File: src/rtl/mof_pkg.sv
// Package for the median-of-float block: beat types, cell control and
// IEEE ordering helpers. No dependencies.
package mof_pkg;

  localparam int ValueW = 32;
  localparam int CountW = 11;

  typedef struct packed {
    logic [ValueW-1:0] value;
    logic              is_last;
  } in_beat_t;

  typedef struct packed {
    logic [ValueW-1:0] median;
    logic [CountW-1:0] count;
    logic              overflow;
  } out_beat_t;

  // Control broadcast to every cell of the chain
  typedef struct packed {
    logic ins;    // insert the incoming value
    logic shift;  // move every cell one place toward cell 0
  } cell_ctl_t;

  // Monotone unsigned key: IEEE order with -0 below +0
  function automatic logic [ValueW-1:0] order_key(input logic [ValueW-1:0] bits);
    order_key = bits[ValueW-1] ? ~bits : (bits ^ {1'b1, {(ValueW-1){1'b0}}});
  endfunction

  function automatic logic is_nan(input logic [ValueW-1:0] bits);
    is_nan = (bits[30:23] == 8'hFF) && (bits[22:0] != 23'd0);
  endfunction

endpackage

File: src/rtl/mof_cell.sv
// One cell of the insertion chain: holds one kept value.
// Depends on mof_pkg.
module mof_cell
  import mof_pkg::*;
(
  input  logic              clk,
  input  cell_ctl_t         ctl,
  input  logic [ValueW-1:0] new_value,
  input  logic              occupied,
  input  logic              at_end,
  input  logic              prev_gt,
  input  logic [ValueW-1:0] prev_value,
  input  logic [ValueW-1:0] next_value,
  output logic [ValueW-1:0] value,
  output logic              gt
);

  // Flag a held value that sorts above the incoming one
  assign gt = occupied && (order_key(value) > order_key(new_value));

  // Take the left neighbor, the new value, or the right neighbor
  always_ff @(posedge clk) begin
    if (ctl.shift) begin
      value <= next_value;
    end else if (ctl.ins) begin
      if (prev_gt) begin
        value <= prev_value;
      end else if (gt || at_end) begin
        value <= new_value;
      end
    end
  end

endmodule

File: config.mk
export PLATFORM = sky130hd
export DESIGN_NAME = mof_cell
export DESIGN_NICKNAME = d
export VERILOG_FILES = /design/src/rtl/mof_pkg.sv /design/src/rtl/mof_cell.sv
export SDC_FILE = /design/constraint.sdc
export NUM_CORES = 1
export LEC_CHECK = 0
export ABC_AREA = 1
export BUFFER_PORTS_ARGS = -buffer_cell sky130_fd_sc_hd__buf_2
export CAP_MARGIN = 20
export CELL_PAD_IN_SITES_DETAIL_PLACEMENT = 2
export CELL_PAD_IN_SITES_GLOBAL_PLACEMENT = 2
export CORE_ASPECT_RATIO = 0.7
export CORE_MARGIN = 2
export CORE_UTILIZATION = 24
export CTS_BUF_LIST = sky130_fd_sc_hd__clkbuf_4 sky130_fd_sc_hd__clkbuf_8
export CTS_CLUSTER_SIZE = 16
export DETAILED_ROUTE_END_ITERATION = 8
export GPL_ROUTABILITY_DRIVEN = 0
export PLACE_DENSITY_LB_ADDON = 0.1
export SKIP_LAST_GASP = 1
export SLEW_MARGIN = 5
export SYNTH_ARGS = -nofsm -noshare
export SYNTH_HDL_FRONTEND = slang
export SYNTH_SLANG_ARGS = --single-unit
File: constraint.sdc
create_clock -name clk -period 2.8 [get_ports clk]
set_input_delay 0.14 -clock clk [delete_from_list [all_inputs] [get_ports clk]]
set_output_delay 0.14 -clock clk [all_outputs]
set_load 0.02 [all_outputs]
==> results.py, run 1 <==
metrics = {
    "finish": {
        "drive_above_1_share": 0.329,
        "synthToLayoutAreaGrowth_pct": 32.1,
        "n_fill_cell": 1439,
        "nNetsFinal": 622,
        "largest_reg_flops": 32,
        "reg_top3": "value x32",
        "regMostFlops": "value",
        "num_antenna_cells": 0,
    },
    "min_path": {
        "hold_path_end": "value[10]$_DFFE_PP_",
        "hold_path_class": "input port to register",
        "hold_path.startpoint": "next_value[10]",
        "hold_depth": 3,
    },
    "place": {
        "io_buffers": 134,
        "hpwl_mm": 8.13,
    },
    "worst_setup_path": {
        "crit_chain": "buf_12 > xor2_1 > ha_1 > a21oi_1 > o21ai_0 > a21oi_1 > nand2_1 > nand2_1 > nand2_1 > nand2_2 > inv_1 > buf_2",
        "worstSetupPathType": "register to primary output",
        "critPathTopFamily": "buffers and inverters",
        "critical_path_buf_inv_count": 3,
        "cpMostUsedCell": "nand2_1",
        "endpoint_kind": "primary output",
        "timing.rr.end": "value[0]$_DFFE_PP_",
        "cpPeakStageDelay_ns": 0.44,
        "required_ns": 2.66,
        "r2r_start": "value[31]$_DFFE_PP_",
        "reg2reg_depth": 16,
        "cp.arrival_ns": 2.37,
        "slowest_stage": "edfxtp_1",
        "cp_max_fo": 29,
        "cp-start-kind": "register",
        "reg2reg_slack_ns": 0.31,
    },
    "sta": {
        "rsz0062_at_grt": "no",
        "tns_ns": 0,
        "finalCritPeriodShare": 0.897,
        "drv_slew": 0,
        "max_clock_freq_ghz": 0.398,
        "fin_skew_ns": 0.00409,
        "hold_ws_ns": 0.161,
        "hold_viol": 0,
        "tightestPinTransition_ns": 0.774,
        "slew_headroom": 0.484,
        "fin_crit_ns": 2.51,
        "setup_violations": 0,
    },
    "power_and_ir_drop": {
        "vdd_ir_drop_max_v": 0.000173,
        "power_density_nw_per_um2": 475,
        "total_power_mw": 1.87,
        "power.leakage_nw": 1.83,
    },
    "clock_tree": {
        "clockRootBuffer": "clkbuf_8",
        "cts_tree": "done",
        "numCtsBuffers": 5,
        "clock_latency_ns": 0.30,
        "clock_path_buffers": 2,
        "path_clk_slew_ns": 0.07,
        "clock-sinks": 32,
        "htree_levels": 2,
    },
    "floorplan": {
        "core_um2": 12300,
        "die_area_um2": 13400,
        "dieWidth_um": 137,
        "initial_core_util": 0.243,
        "die_height_um": 97.4,
        "rows": 34,
        "boundaryPins": 135,
    },
    "logic_synthesis": {
        "synthCells": 363,
        "synth.avg_cell_area_um2": 8.23,
        "synthMuxAreaShare": 0,
        "synth-simple-area-share": 0.167,
        "yosysWarnings": 0,
        "synth_top_family_by_area": "XOR/XNOR gates",
        "async_flop_share": 0,
        "synth.distinct_cells": 25,
        "synth_edf_count": 32,
        "synth_xor_area_frac": 0.182,
        "synth-compound-area-share": 0.143,
        "ys_seq_elements": 32,
        "ys_seq_area_frac": 0.321,
        "synth_ff_type": "edfxtp_1",
        "synth_nets": 497,
        "netlist_area_um2": 2990,
        "synthAdderAreaFrac": 0.134,
    },
    "outcome": {
        "outcome": "finished clean",
    },
    "run": {
        "max_cap_viol_count": 0,
    },
    "drt": {
        "detail-route-antenna-nets": 0,
        "drtPass1Iterations": 4,
        "drt_iter0_drc": 53,
        "wl_per_cell_um": 16.1,
        "drc": 0,
        "wl_mm": 10.5,
        "vias": 2932,
        "routed_via_density": 4.50,
    },
    "grt": {
        "gr-usage-all-layers": 0.160,
        "grt_pass1_vias": 3256,
        "grt_overflow": 0,
        "antenna_found_initial": 0,
        "grt_start_max_net_pins": 36,
        "grt_pass1_wl_mm": 16.7,
    },
}
==> routing by layer <==
layer | vias to the layer above | wire length (µm) | GRT usage
met3 | 6 | 642 | 0.0433
met2 | 82 | 4820 | 0.263
met1 | 1375 | 4930 | 0.212
met4 | 0 | 75 | 0.0309
met5 | - | 0 | 0
li1 | 1469 | - | -
==> synthesized netlist by cell type, types with 2 or more instances <==
master / count / area [µm²]
a21oi_1: 77 / 385
buf_2: 20 / 100
buf_4: 2 / 15.0
edfxtp_1: 32 / 961
ha_1: 32 / 400
inv_1: 8 / 30.0
inv_2: 3 / 11.3
nand2_1: 66 / 248
nand2_2: 4 / 25.0
nand3_1: 2 / 10.0
nor2_1: 40 / 150
nor2_2: 3 / 18.8
nor2_4: 2 / 22.5
xnor2_1: 31 / 272
xor2_1: 31 / 272
==> how the worst max path moves through the flow <==
stage,to,slack [ns],cells after the start,start
2_1_floorplan,value[0]$_DFFE_PP_,0.009,12,value[31]$_DFFE_PP_
3_3_place_gp,value[22]$_DFFE_PP_,0.36,14,value[31]$_DFFE_PP_
3_5_place_dp,value[19]$_DFFE_PP_,0.27,16,value[31]$_DFFE_PP_
4_1_cts,gt,0.18,12,value[31]$_DFFE_PP_
5_1_grt,gt,0.03,12,value[31]$_DFFE_PP_
6_report,gt,0.29,12,value[31]$_DFFE_PP_
==> worst register-to-register path, cell delays in order, from the launching register on <==
cell	delay [ns]
edfxtp_1	0.44
buf_12	0.22
xor2_1	0.18
ha_1	0.30
nand2_1	0.07
inv_2	0.06
nand2_1	0.07
nand2_1	0.07
nand2_1	0.05
nand2_1	0.05
nand2_1	0.05
nand2_1	0.05
nand2_1	0.05
nand2_1	0.07
nand2_2	0.07
a21oi_4	0.19
buf_12	0.22
==> placed cells by master (no fill, tap or decap), drive strengths merged, types with 5 or more instances in the layout <==
master,count
buf,140
a21oi,78
inv,11
nand2,70
nor2,45
clkbuf,5
ha,32
xnor2,31
edfxtp,32
xor2,31
==> cells by family (layout without fill, tap and decap cells) <==
family                     after synthesis  count (layout)
buffers and inverters                   34             160
adders and majority gates               32              32
and+or+nand+nor                        120             120
AOI/OAI and AO/OA                       83              83
DFF                                     32              32
xor gates and xnor gates                62              62
==> what timing repair did <==
action                                  in CTS  in global routing
setup buffers                                0                  0
hold buffers                                 0                  0
endpoints found under the setup margin       0                  1
endpoints found under the hold margin        0                  0
resized for setup                            0                  1
==> stage by stage <==
step,worst slack [ns],cell area (µm²),utilization,std cells
after floorplan,0.00906,3020,-,363
after global placement,0.357,3840,0.312,643
after detailed placement,0.268,3840,0.312,643
after CTS,0.180,3940,0.321,651
after global routing,0.0275,3950,0.321,651
final,0.288,3950,0.321,651
==> report_power, final <==
part	total, mW	leakage (nW)	switching [mW]	internal, mW
logic	0.790	1.46	0.464	0.326
clock network	0.455	0.0532	0.195	0.259
registers	0.629	0.318	0.0375	0.591
total	1.87	1.83	0.697	1.18
==> cell type report <==
cell class | instances | area (µm²) | share of cell area
repair buffers | 140 | 753 | 0.191
multi-input cells | 297 | 1880 | 0.476
flip-flops and latches | 32 | 961 | 0.243
well taps | 162 | 203 | 0.0513
inverters | 12 | 45.0 | 0.0114
clock buffers | 5 | 68.8 | 0.0174
clock inverters | 3 | 37.5 | 0.00951
(Power assumes the default switching activity.)
==> inputs of run 2 (changes only) <==
Settings changed: CORE_ASPECT_RATIO 0.7 to 0.8.
==> run 2 against run 1 <==
Final area shrank 1.2%. Non-clock buffer count shrank 2. Global-route usage decreased by 0.64 points. Sequential power is essentially flat. Final cell count fell by 1.7%. Critical path type unchanged. Hold slack better by 0.0095 ns. Die area is essentially flat. Routed wire length is 2.3% lower. Setup slack got worse by 0.0067 ns. Power fell by 4.1%.
==> results.py, run 2 (synthesis gave the netlist of run 1 again) <==
metrics = {
    "place": {
        "io_buffers": 134,
        "place_ws_ns": 0.274,
        "hpwl_mm": 7.70,
        "place_area_um2": 3810,
    },
    "sta": {
        "slew_headroom": 0.470,
        "tightestPinTransition_ns": 0.795,
        "finalWorstSetupSlack_ns": 0.281,
        "rsz0062_at_grt": "no",
        "setup_violations": 0,
        "fin_crit_ns": 2.52,
        "max_clock_freq_ghz": 0.397,
        "finalCritPeriodShare": 0.900,
        "drv_slew": 0,
        "hold_viol": 0,
        "tns_ns": 0,
        "fin_skew_ns": 0.0125,
    },
    "clock_tree": {
        "ctsHoldBuffers": 0,
        "cts_tree": "done",
        "clock-sinks": 32,
        "htree_levels": 2,
        "clock_latency_ns": 0.29,
        "clockRootBuffer": "clkbuf_8",
        "post_cts_buffers": 0,
        "numCtsBuffers": 5,
        "clock_path_buffers": 2,
        "post_cts_resized": 0,
        "path_clk_slew_ns": 0.08,
    },
    "finish": {
        "drive_above_1_share": 0.326,
        "mostFrequentLayoutCells": "buf_2, a21oi_1, nand2_1, nor2_1",
        "nNetsFinal": 620,
        "mostFrequentLayoutCell": "buf_2",
        "n_fill_cell": 1449,
        "utilization": 0.321,
        "reg_top3": "value x32",
        "largest_reg_flops": 32,
        "synthToLayoutAreaGrowth_pct": 30.5,
        "final_area_um2": 3900,
        "regMostFlops": "value",
    },
    "power_and_ir_drop": {
        "power.leakage_nw": 1.81,
        "p_clk_frac": 0.214,
        "power_density_nw_per_um2": 461,
        "pwr-share-seq": 0.349,
        "total_power_mw": 1.80,
        "vdd_ir_drop_max_v": 0.000155,
        "swShare": 0.384,
        "intPower_mw": 1.11,
        "p_switching_mw": 0.690,
        "pwr-share-comb": 0.437,
    },
    "worst_setup_path": {
        "cpMostUsedCell": "nand2_1",
        "cp-start-kind": "register",
        "r2r_start": "value[31]$_DFFE_PP_",
        "slowest_stage": "edfxtp_1",
        "cp.arrival_ns": 2.38,
        "timing.rr.end": "value[6]$_DFFE_PP_",
        "worstSetupPathType": "register to primary output",
        "required_ns": 2.66,
        "reg2reg_slack_ns": 0.30,
        "reg2reg_depth": 14,
        "cpPeakStageDelay_ns": 0.44,
        "cp_max_fo": 21,
        "endpoint_kind": "primary output",
        "crit_chain": "buf_12 > xor2_1 > ha_1 > nand2_1 > nand2_1 > nand2_1 > nand2_1 > nand2_1 > nand3_1 > a21oi_1 > nand2_1 > nand2_2 > inv_1 > buf_2",
    },
    "min_path": {
        "hold_depth": 3,
        "hold_path.startpoint": "next_value[19]",
        "hold_path_class": "input port to register",
        "hold_path_end": "value[19]$_DFFE_PP_",
    },
    "grt": {
        "antenna_found_initial": 1,
        "grt_start_max_net_pins": 36,
        "gr-usage-all-layers": 0.154,
        "grt_overflow": 0,
        "grt_pass1_wl_mm": 16.4,
        "grt_pass1_vias": 3221,
    },
    "floorplan": {
        "dieWidth_um": 129,
        "die_area_um2": 13400,
        "boundaryPins": 135,
        "rows": 36,
        "die_height_um": 104,
        "core_um2": 12200,
        "initial_core_util": 0.246,
    },
    "drt": {
        "routed_via_density": 4.53,
        "drt_iter0_drc": 84,
        "drc": 0,
        "wl_mm": 10.2,
        "drtPass1Iterations": 4,
        "vias": 2896,
        "detail-route-antenna-nets": 0,
        "wl_per_cell_um": 16.0,
    },
    "outcome": {
        "outcome": "finished clean",
    },
    "run": {
        "max_cap_viol_count": 0,
    },
}
run 2: layout make-up:
type | count | area [µm²] | share of cell area
Multi-Input combinational cell | 297 | 1880 | 0.481
Timing Repair Buffer | 138 | 738 | 0.189
Inverter | 12 | 45.0 | 0.0115
Antenna cell | 1 | 2.50 | 0.000642
Clock buffer | 7 | 83.8 | 0.0215
Clock inverter | 1 | 3.75 | 0.000962
Sequential cell | 32 | 961 | 0.246
Tap cell | 152 | 190 | 0.0488
run 2: critical path: cells and delay by family (launching register included):
kind            cells  cell delay (ns)
simple gates        8             0.56
flops               1             0.44
buf+inv             3             0.43
fa+ha+maj           1             0.33
xor+xnor            1             0.18
compound gates      1             0.16
run 2: worst max path at each step:
stage / from / to
4_1_cts: value[31]$_DFFE_PP_ / gt
3_5_place_dp: value[31]$_DFFE_PP_ / value[27]$_DFFE_PP_
3_3_place_gp: value[31]$_DFFE_PP_ / value[4]$_DFFE_PP_
2_1_floorplan: value[31]$_DFFE_PP_ / value[0]$_DFFE_PP_
5_1_grt: value[31]$_DFFE_PP_ / value[6]$_DFFE_PP_
6_report: value[31]$_DFFE_PP_ / gt
run 2: routing by layer:
layer / part of all wire / vias to the layer above / wire length (µm) / global-route usage
met2: 0.47 / 68 / 4850 / 0.261
met3: 0.052 / 6 / 536 / 0.0398
met4: 0.0061 / 0 / 62 / 0.0233
met5: 0 / - / 0 / 0
li1: - / 1463 / - / -
met1: 0.47 / 1359 / 4780 / 0.200
run 2: stage by stage:
stage,hold slack (ns),instances
global placement,0.458,631
global route,0.184,639
CTS,0.166,639
finish,0.171,640
detailed placement,0.472,631
floorplan,0.370,363
run 2: power groups by stage:
stage	Sequential, mW	Clock [mW]	Combinational, mW
floorplan	0.693	0	0.473
global placement	0.641	0	0.770
detailed placement	0.640	0	0.798
CTS	0.630	0.393	0.804
global route	0.635	0.411	0.902
finish	0.627	0.385	0.785
==> inputs of run 3 (changes only) <==
Settings changed: CAP_MARGIN 20 to 30, CELL_PAD_IN_SITES_DETAIL_PLACEMENT 2 to unset, CELL_PAD_IN_SITES_GLOBAL_PLACEMENT 2 to unset, CORE_UTILIZATION 24 to 40, PLACE_DENSITY set to 0.72, PLACE_DENSITY_LB_ADDON 0.1 to unset.
==> run 3 against run 2 <==
First-iteration DRC count rose by 2.4%. Sequential share of layout area rose by 0.42 points. Clock-buffer cell count is the same. Non-clock buffer count up 2. Sequential power is essentially flat. Routed wire length decreased by 24%. Sequential cell count stayed put. Register-to-register slack better by 0.08 ns. Largest cell class unchanged. Largest power group unchanged. Highest routed layer unchanged.
==> results.py, run 3 (synthesis gave the netlist of run 1 again) <==
metrics = {
    "floorplan": {
        "core_um2": 7320,
        "initial_core_util": 0.408,
        "die_height_um": 81.3,
        "boundaryPins": 135,
        "rows": 28,
        "die_area_um2": 8180,
        "dieWidth_um": 101,
    },
    "finish": {
        "regMostFlops": "value",
        "drive_above_1_share": 0.329,
        "num_antenna_cells": 0,
        "largest_reg_flops": 32,
        "synthToLayoutAreaGrowth_pct": 28.3,
        "reg_top3": "value x32",
        "nNetsFinal": 622,
        "mostFrequentLayoutCell": "buf_2",
        "mostFrequentLayoutCells": "buf_2, a21oi_1, nand2_1, nor2_1",
    },
    "sta": {
        "drv_slew": 0,
        "slew_headroom": 0.547,
        "fin_skew_ns": 0.00566,
        "fin_crit_ns": 2.46,
        "hold_viol": 0,
        "setup_violations": 0,
        "tns_ns": 0,
        "max_clock_freq_ghz": 0.407,
        "finalWorstSetupSlack_ns": 0.344,
        "rsz0062_at_grt": "no",
        "tightestPinTransition_ns": 0.680,
        "finalCritPeriodShare": 0.877,
    },
    "worst_setup_path": {
        "critical_path_buf_inv_count": 3,
        "cp.depth": 12,
        "reg2reg_slack_ns": 0.38,
        "critPathTopFamily": "flip-flops",
        "worstSetupPathType": "register to primary output",
        "crit_chain": "buf_12 > xor2_1 > ha_1 > a21oi_1 > nor2_1 > nor2_1 > nand3_1 > a21oi_1 > nand2_1 > nand2_2 > inv_1 > buf_2",
        "r2r_start": "value[31]$_DFFE_PP_",
        "timing.rr.end": "value[4]$_DFFE_PP_",
        "startpoint": "value[31]$_DFFE_PP_",
        "cp_max_fo": 24,
        "cp-start-kind": "register",
        "endpoint_kind": "primary output",
        "required_ns": 2.66,
        "slowest_stage": "edfxtp_1",
        "cp.arrival_ns": 2.32,
        "crit_end": "gt",
        "cpPeakStageDelay_ns": 0.43,
        "reg2reg_depth": 14,
    },
    "clock_tree": {
        "ctsHoldBuffers": 0,
        "path_clk_slew_ns": 0.07,
        "post_cts_buffers": 0,
        "clock_path_buffers": 2,
        "post_cts_resized": 0,
        "clock_latency_ns": 0.29,
        "cts_tree": "done",
        "clock-sinks": 32,
        "numCtsBuffers": 5,
        "clockRootBuffer": "clkbuf_8",
        "htree_levels": 2,
    },
    "run": {
        "max_cap_viol_count": 0,
    },
    "min_path": {
        "hold_path_class": "input port to register",
        "hold_path.startpoint": "next_value[23]",
    },
    "place": {
        "place_ws_ns": 0.369,
        "hpwl_mm": 6.02,
        "io_buffers": 134,
    },
    "power_and_ir_drop": {
        "power_density_nw_per_um2": 459,
        "vdd_ir_drop_max_v": 0.000189,
        "power.leakage_nw": 1.82,
    },
    "drt": {
        "routed_via_density": 4.90,
        "drtPass1Iterations": 4,
        "drc": 0,
        "vias": 2839,
        "wl_per_cell_um": 13.5,
        "wl_mm": 7.82,
        "detail-route-antenna-nets": 0,
        "drt_iter0_drc": 86,
    },
    "outcome": {
        "outcome": "finished clean",
    },
    "grt": {
        "grt_pass1_vias": 2833,
        "grt_overflow": 0,
        "grt_pass1_wl_mm": 12.6,
        "grt_start_max_net_pins": 36,
        "gr-usage-all-layers": 0.196,
        "antenna_found_initial": 0,
    },
}
-- run 3: cell types whose count changed in the layout (fill, tap and decap cells not counted) --
cell / change
diode_2: -1
buf_4: +2
-- run 3: layer usage --
layer / wire length [µm] / vias up / GRT usage
met2: 3720 / 98 / 0.351
met5: 0 / - / 0
li1: - / 1469 / -
met1: 3450 / 1255 / 0.234
met4: 184 / 0 / 0.0740
met3: 468 / 17 / 0.0361
-- run 3: worst min-delay path: stages --
cell and delay, ns:
buf_2 0.07, nor2_1 0.03, a21oi_1 0.10
-- run 3: area by class of cell --
class	instances	area [µm²]
Clock inverter	1	3.75
Sequential cell	32	961
Inverter	12	45.0
Clock buffer	7	83.8
Multi-Input combinational cell	297	1880
Tap cell	90	113
Timing Repair Buffer	140	753
Fill cell	703	3490
-- run 3: metrics by stage --
step,instance area [µm²],cells,hold slack (ns),power [mW],utilization
2_1_floorplan,3020,363,0.370,1.17,-
3_3_place_gp,3750,571,0.465,1.37,0.512
3_5_place_dp,3750,571,0.468,1.40,0.512
4_1_cts,3830,579,0.168,1.78,0.524
5_1_grt,3830,579,0.183,1.89,0.524
6_report,3830,579,0.174,1.76,0.524
-- run 3: worst min path at each step --
stage | endpoint | slack [ns] | depth (start not counted)
finish | value[23]$_DFFE_PP_ | 0.17 | 3
global route | value[19]$_DFFE_PP_ | 0.18 | 3
CTS | value[6]$_DFFE_PP_ | 0.17 | 3
detailed placement | value[18]$_DFFE_PP_ | 0.47 | 3
global placement | value[15]$_DFFE_PP_ | 0.46 | 3
floorplan | value[0]$_DFFE_PP_ | 0.37 | 2
-- run 3: where the power goes --
part           leakage, nW  total (mW)  switching, mW  internal, mW
sequential           0.318       0.628         0.0360         0.592
clock               0.0467       0.370          0.177         0.193
combinational         1.46       0.763          0.438         0.325
total                 1.82        1.76          0.652          1.11
